$ cat src/rtl/esdc_pkg.sv
`timescale 1ns / 1ps
`default_nettype none
// ---------------------------------------------------------------------------
// esdc_pkg
// Shared types and constants for the edge stream degree classifier.
// ---------------------------------------------------------------------------
package esdc_pkg;

   localparam int IdW         = 10;
   localparam int DegW        = 10;
   localparam int CountW      = 10;
   localparam int EdgeW       = 16;
   localparam int HistDepth   = 1 << DegW;
   localparam int MaxVerticesDefault = 1024;

   localparam logic [DegW-1:0]   DegMax    = {DegW{1'b1}};
   localparam logic [EdgeW-1:0]  EdgeMax   = {EdgeW{1'b1}};
   localparam logic [DegW-1:0]   CycleDeg  = DegW'(2);
   localparam logic [DegW-1:0]   WheelDeg  = DegW'(3);
   localparam logic [CountW-1:0] WheelMinN = CountW'(4);
   localparam logic [CountW-1:0] PathOdd   = CountW'(2);

   localparam int ReqDataW = 24;
   localparam int RspDataW = 48;

   typedef enum logic [1:0] {
      EULER_CIRCUIT = 2'd0,
      EULER_PATH    = 2'd1,
      EULER_NONE    = 2'd2
   } euler_type;

   // Counters and histogram taps feeding the classifier
   typedef struct packed {
      logic [CountW-1:0] vertex_total;
      logic [EdgeW-1:0]  edge_total;
      logic [CountW-1:0] odd_vertex_total;
      logic [DegW-1:0]   hist_two;
      logic [DegW-1:0]   hist_three;
      logic [DegW-1:0]   hist_n_minus_one;
      logic              degree_saturated;
   } status_type;

   // Result word, last field in the lowest bits
   typedef struct packed {
      logic              degree_saturated;
      logic              is_wheel;
      logic              is_cycle;
      logic              is_complete;
      euler_type         euler_class;
      logic [CountW-1:0] odd_vertex_total;
      logic [EdgeW-1:0]  edge_total;
      logic [CountW-1:0] vertex_total;
   } result_type;

   localparam int ResultW = $bits(result_type);

endpackage
`default_nettype wire

$ cat src/rtl/esdc_classify.sv
`timescale 1ns / 1ps
`default_nettype none
// ---------------------------------------------------------------------------
// esdc_classify
// Builds the result word from the counters and the histogram taps.
// ---------------------------------------------------------------------------
module esdc_classify
   import esdc_pkg::*;
(
   input  status_type status,
   output result_type result
);

   logic [CountW-1:0] n;
   logic [CountW-1:0] n_minus_one;

   assign n           = status.vertex_total;
   assign n_minus_one = n - CountW'(1);

   always_comb begin
      result                  = '0;
      result.vertex_total     = n;
      result.edge_total       = status.edge_total;
      result.odd_vertex_total = status.odd_vertex_total;
      result.degree_saturated = status.degree_saturated;

      if (status.odd_vertex_total == '0) begin
         result.euler_class = EULER_CIRCUIT;
      end else if (status.odd_vertex_total == PathOdd) begin
         result.euler_class = EULER_PATH;
      end else begin
         result.euler_class = EULER_NONE;
      end

      result.is_complete = (n > CountW'(1)) && (status.hist_n_minus_one == n);
      result.is_cycle    = (status.hist_two == n);

      // four vertices: the hub also has degree three
      if (n == WheelMinN) begin
         result.is_wheel = (status.hist_three == WheelMinN);
      end else if (n > WheelMinN) begin
         result.is_wheel = (status.hist_three == n_minus_one) &&
                           (status.hist_n_minus_one == DegW'(1));
      end else begin
         result.is_wheel = 1'b0;
      end
   end

endmodule
`default_nettype wire

$ cat config.mk
export PLATFORM = sky130hd
export DESIGN_NAME = esdc_classify
export DESIGN_NICKNAME = d
export VERILOG_FILES = /design/src/rtl/esdc_pkg.sv /design/src/rtl/esdc_classify.sv
export SDC_FILE = /design/constraint.sdc
export NUM_CORES = 1
export LEC_CHECK = 0
export BUFFER_PORTS_ARGS = -buffer_cell sky130_fd_sc_hd__clkbuf_2
export CAP_MARGIN = 25
export CORE_MARGIN = 2
export CORE_UTILIZATION = 33
export DETAILED_ROUTE_END_ITERATION = 10
export GPL_TIMING_DRIVEN = 0
export PLACE_DENSITY = 0.81
export SYNTH_ARGS = -nofsm -noshare
export SYNTH_HDL_FRONTEND = slang
export SYNTH_SLANG_ARGS = --single-unit
$ cat constraint.sdc
create_clock -name vclk -period 2.6
set_input_delay 0.52 -clock vclk [all_inputs]
set_output_delay 0.52 -clock vclk [all_outputs]
set_load 0.05 [all_outputs]
==> flow_metrics.py <==
metrics = {
    "critical_path": {
        "cp-end-kind": "primary output",
        "cp_max_fo": 6,
        "worstSetupPathType": "in2out",
        "path_cells": "clkbuf_8 -> inv_4 -> ha_4 -> or4bb_1 -> o22ai_2 -> a211oi_2 -> a211o_1 -> o21ai_2 -> buf_8",
        "worst_setup_path_start_kind": "input pin",
        "required_ns": 2.08,
        "slowest_delay_ns": 0.41,
        "worstPathArrival_ns": 2.17,
        "slowest_stage": "or4bb_1",
    },
    "clock_network": {
        "cts_hold_buf": 0,
    },
    "routing": {
        "vias": 1265,
        "drcViolationCount": 10,
        "drt_iter0_drc": 35,
        "vias_per_cell": 4.88,
        "wl_um": 3160,
        "avgRoutedWirePerCell_um": 12.2,
        "drt_pass1_iterations": 7,
        "drtAntennaViolNets": 0,
    },
    "sta": {
        "rsz0062_at_grt": "yes",
        "relSlewSlack": 0.713,
        "fin_crit_ns": 2.69,
        "worstMarginPinSlew_ns": 0.430,
        "fin_crit_sh": 1.04,
        "final.setup.worst_slack_ns": -0.0916,
        "fin_setup_tns_ns": -0.0916,
        "fmax_ghz": 0.372,
        "finalMaxSlewViolations": 0,
        "setup_viol": 1,
        "hold_viol_final": 0,
        "hold_ws_ns": 1.37,
    },
    "global_route": {
        "grt_usage": 0.166,
        "grt_pass1_vias": 1117,
        "grt_max_degree": 10,
        "grt_pass1_wl_um": 4640,
        "grt_overflow_total": 0,
        "antenna_found_initial": 0,
    },
    "synth": {
        "syn_inst": 138,
        "synth_cell_type_count": 30,
        "synthesis.nets": 208,
        "syn_avg_cell_area_um2": 7.14,
        "synth.top_cell.area_share": 0.282,
        "synth_fa_ha_area_frac": 0.0381,
        "ys_top_cells_by_area": "buf_4 (28%), xnor2_1 (20%), xor2_1 (8.9%), nor4_1 (5.7%), ha_1 (3.8%)",
        "yosysWarnings": 0,
        "synth_top_family_by_area": "buffers and inverters",
        "synth_compound_area_frac": 0.0902,
        "ys_seq_area_frac": 0,
        "yosys.area.top_type": "buf_4",
        "syn_area_um2": 985,
        "synth_xor_area_frac": 0.285,
        "synth-simple-area-share": 0.245,
        "yosys-mux-area-fraction": 0,
    },
    "finish": {
        "seq_cell_count": 0,
        "nNetsFinal": 300,
        "layout-drive-gt1-share": 0.632,
        "area_growth_pct": 61.2,
        "fillers": 274,
        "final_area_mm2": 0.00159,
        "antenna_cells": 0,
        "final_cell_mix": "clkbuf_2 (83), buf_4 (44), xnor2_1 (22), xor2_1 (10), nor4_1 (8)",
        "seqCellArea_um2": 0,
        "final_common_cell": "clkbuf_2",
        "n_clock_buffer": 0,
    },
    "flow_run": {
        "drv_cap": 0,
    },
    "power": {
        "vdd_drop_max_v": 0.0000770,
        "p_total_uw": 338,
        "pwr_density_cell_mw_per_mm2": 213,
        "p_leak_uw": 0.000796,
    },
    "die": {
        "core_mm2": 0.00281,
        "floorplan.rows": 19,
        "start_util": 0.351,
        "die_y_um": 58.6,
        "dieWidth_um": 58.6,
        "dieArea_mm2": 0.00344,
        "pin_count": 109,
    },
    "placed_design": {
        "io_buffers": 85,
        "place_congestion": 0.819,
        "place_ws_ns": -0.579,
        "place_area_mm2": 0.00146,
        "dpl.hpwl_um": 2640,
    },
    "worst_hold_path": {
        "holdPathStages": 2,
        "hold_class": "in2out",
    },
    "run_status": {
        "violations": "design-rule violations, negative setup slack",
        "status": "complete, but fails checks",
    },
}
where the power goes:
| part | switching (uW) | internal [uW] |
|---|---|---|
| clock | 0 | 0 |
| sequential | 0 | 0 |
| combinational | 202 | 136 |
cells by family after synthesis:
| group | after synthesis |
|---|---|
| and+or+nand+nor | 40 |
| AOI/OAI and AO/OA | 13 |
| adders and majority gates | 3 |
| xor gates and xnor gates | 32 |
| buffers and inverters | 50 |
path summary, 6_finish.rpt:
| path | start | endpoint | slack [ns] |
|---|---|---|---|
| setup / recovery | status[58] | result[40] | -0.09 |
| hold / removal | status[50] | result[19] | 1.37 |
layout make-up:
cell class / instances / area (um2) / area share
plain buffers: 44 / 318 / 0.200
well taps: 31 / 38.8 / 0.0244
repair buffers: 91 / 509 / 0.321
inverters: 5 / 23.8 / 0.0150
multi-input cells: 88 / 698 / 0.440
synthesized netlist by cell type:
| library cell | count |
|---|---|
| buf_4 | 37 |
| xnor2_1 | 22 |
| xor2_1 | 10 |
| nor4_1 | 9 |
| nor2_1 | 7 |
| clkbuf_1 | 5 |
| inv_1 | 5 |
| nand3_1 | 5 |
| nand4_1 | 5 |
| nor3_1 | 4 |
| ha_1 | 3 |
| nand3b_1 | 3 |
| o21ai_0 | 3 |
| a211oi_1 | 2 |
| buf_2 | 2 |
| nor4b_1 | 2 |
| a211o_1 | 1 |
| a21oi_1 | 1 |
| and2_1 | 1 |
| buf_6 | 1 |
| o2111ai_1 | 1 |
| o21a_1 | 1 |
| o21ai_1 | 1 |
| o22ai_1 | 1 |
| o311ai_0 | 1 |
| o31a_1 | 1 |
| or3_1 | 1 |
| or4_1 | 1 |
| or4_4 | 1 |
| or4bb_1 | 1 |
layer usage:
metal	global-route usage	vias up	wire, um
li1	-	624	-
met1	0.190	564	1160
met2	0.342	75	1650
met3	0.0132	2	337
met4	0.00974	0	14
met5	0	-	0
repair_timing:
| item | 4_1_cts | 5_1_grt |
|---|---|---|
| gates resized for setup | 17 | 4 |
| setup buffers | 6 | 0 |
| endpoints found under the setup margin | 2 | 1 |
| pin swaps | 5 | 4 |
| endpoints found under the hold margin | 0 | 0 |
| cloned | 0 | 0 |
per-stage QoR:
| step | cells | util |
|---|---|---|
| final | 259 | 0.566 |
| after global routing | 259 | 0.566 |
| after CTS | 259 | 0.561 |
| after detailed placement | 254 | 0.522 |
| after global placement | 254 | 0.522 |
| after floorplan | 138 | - |
critical path: cells and delay by family:
kind            cells  cell delay, ns
buf+inv             3            0.36
compound gates      4            0.74
fa+ha+maj           1            0.13
simple gates        1            0.41
(Power assumes the default switching activity.)
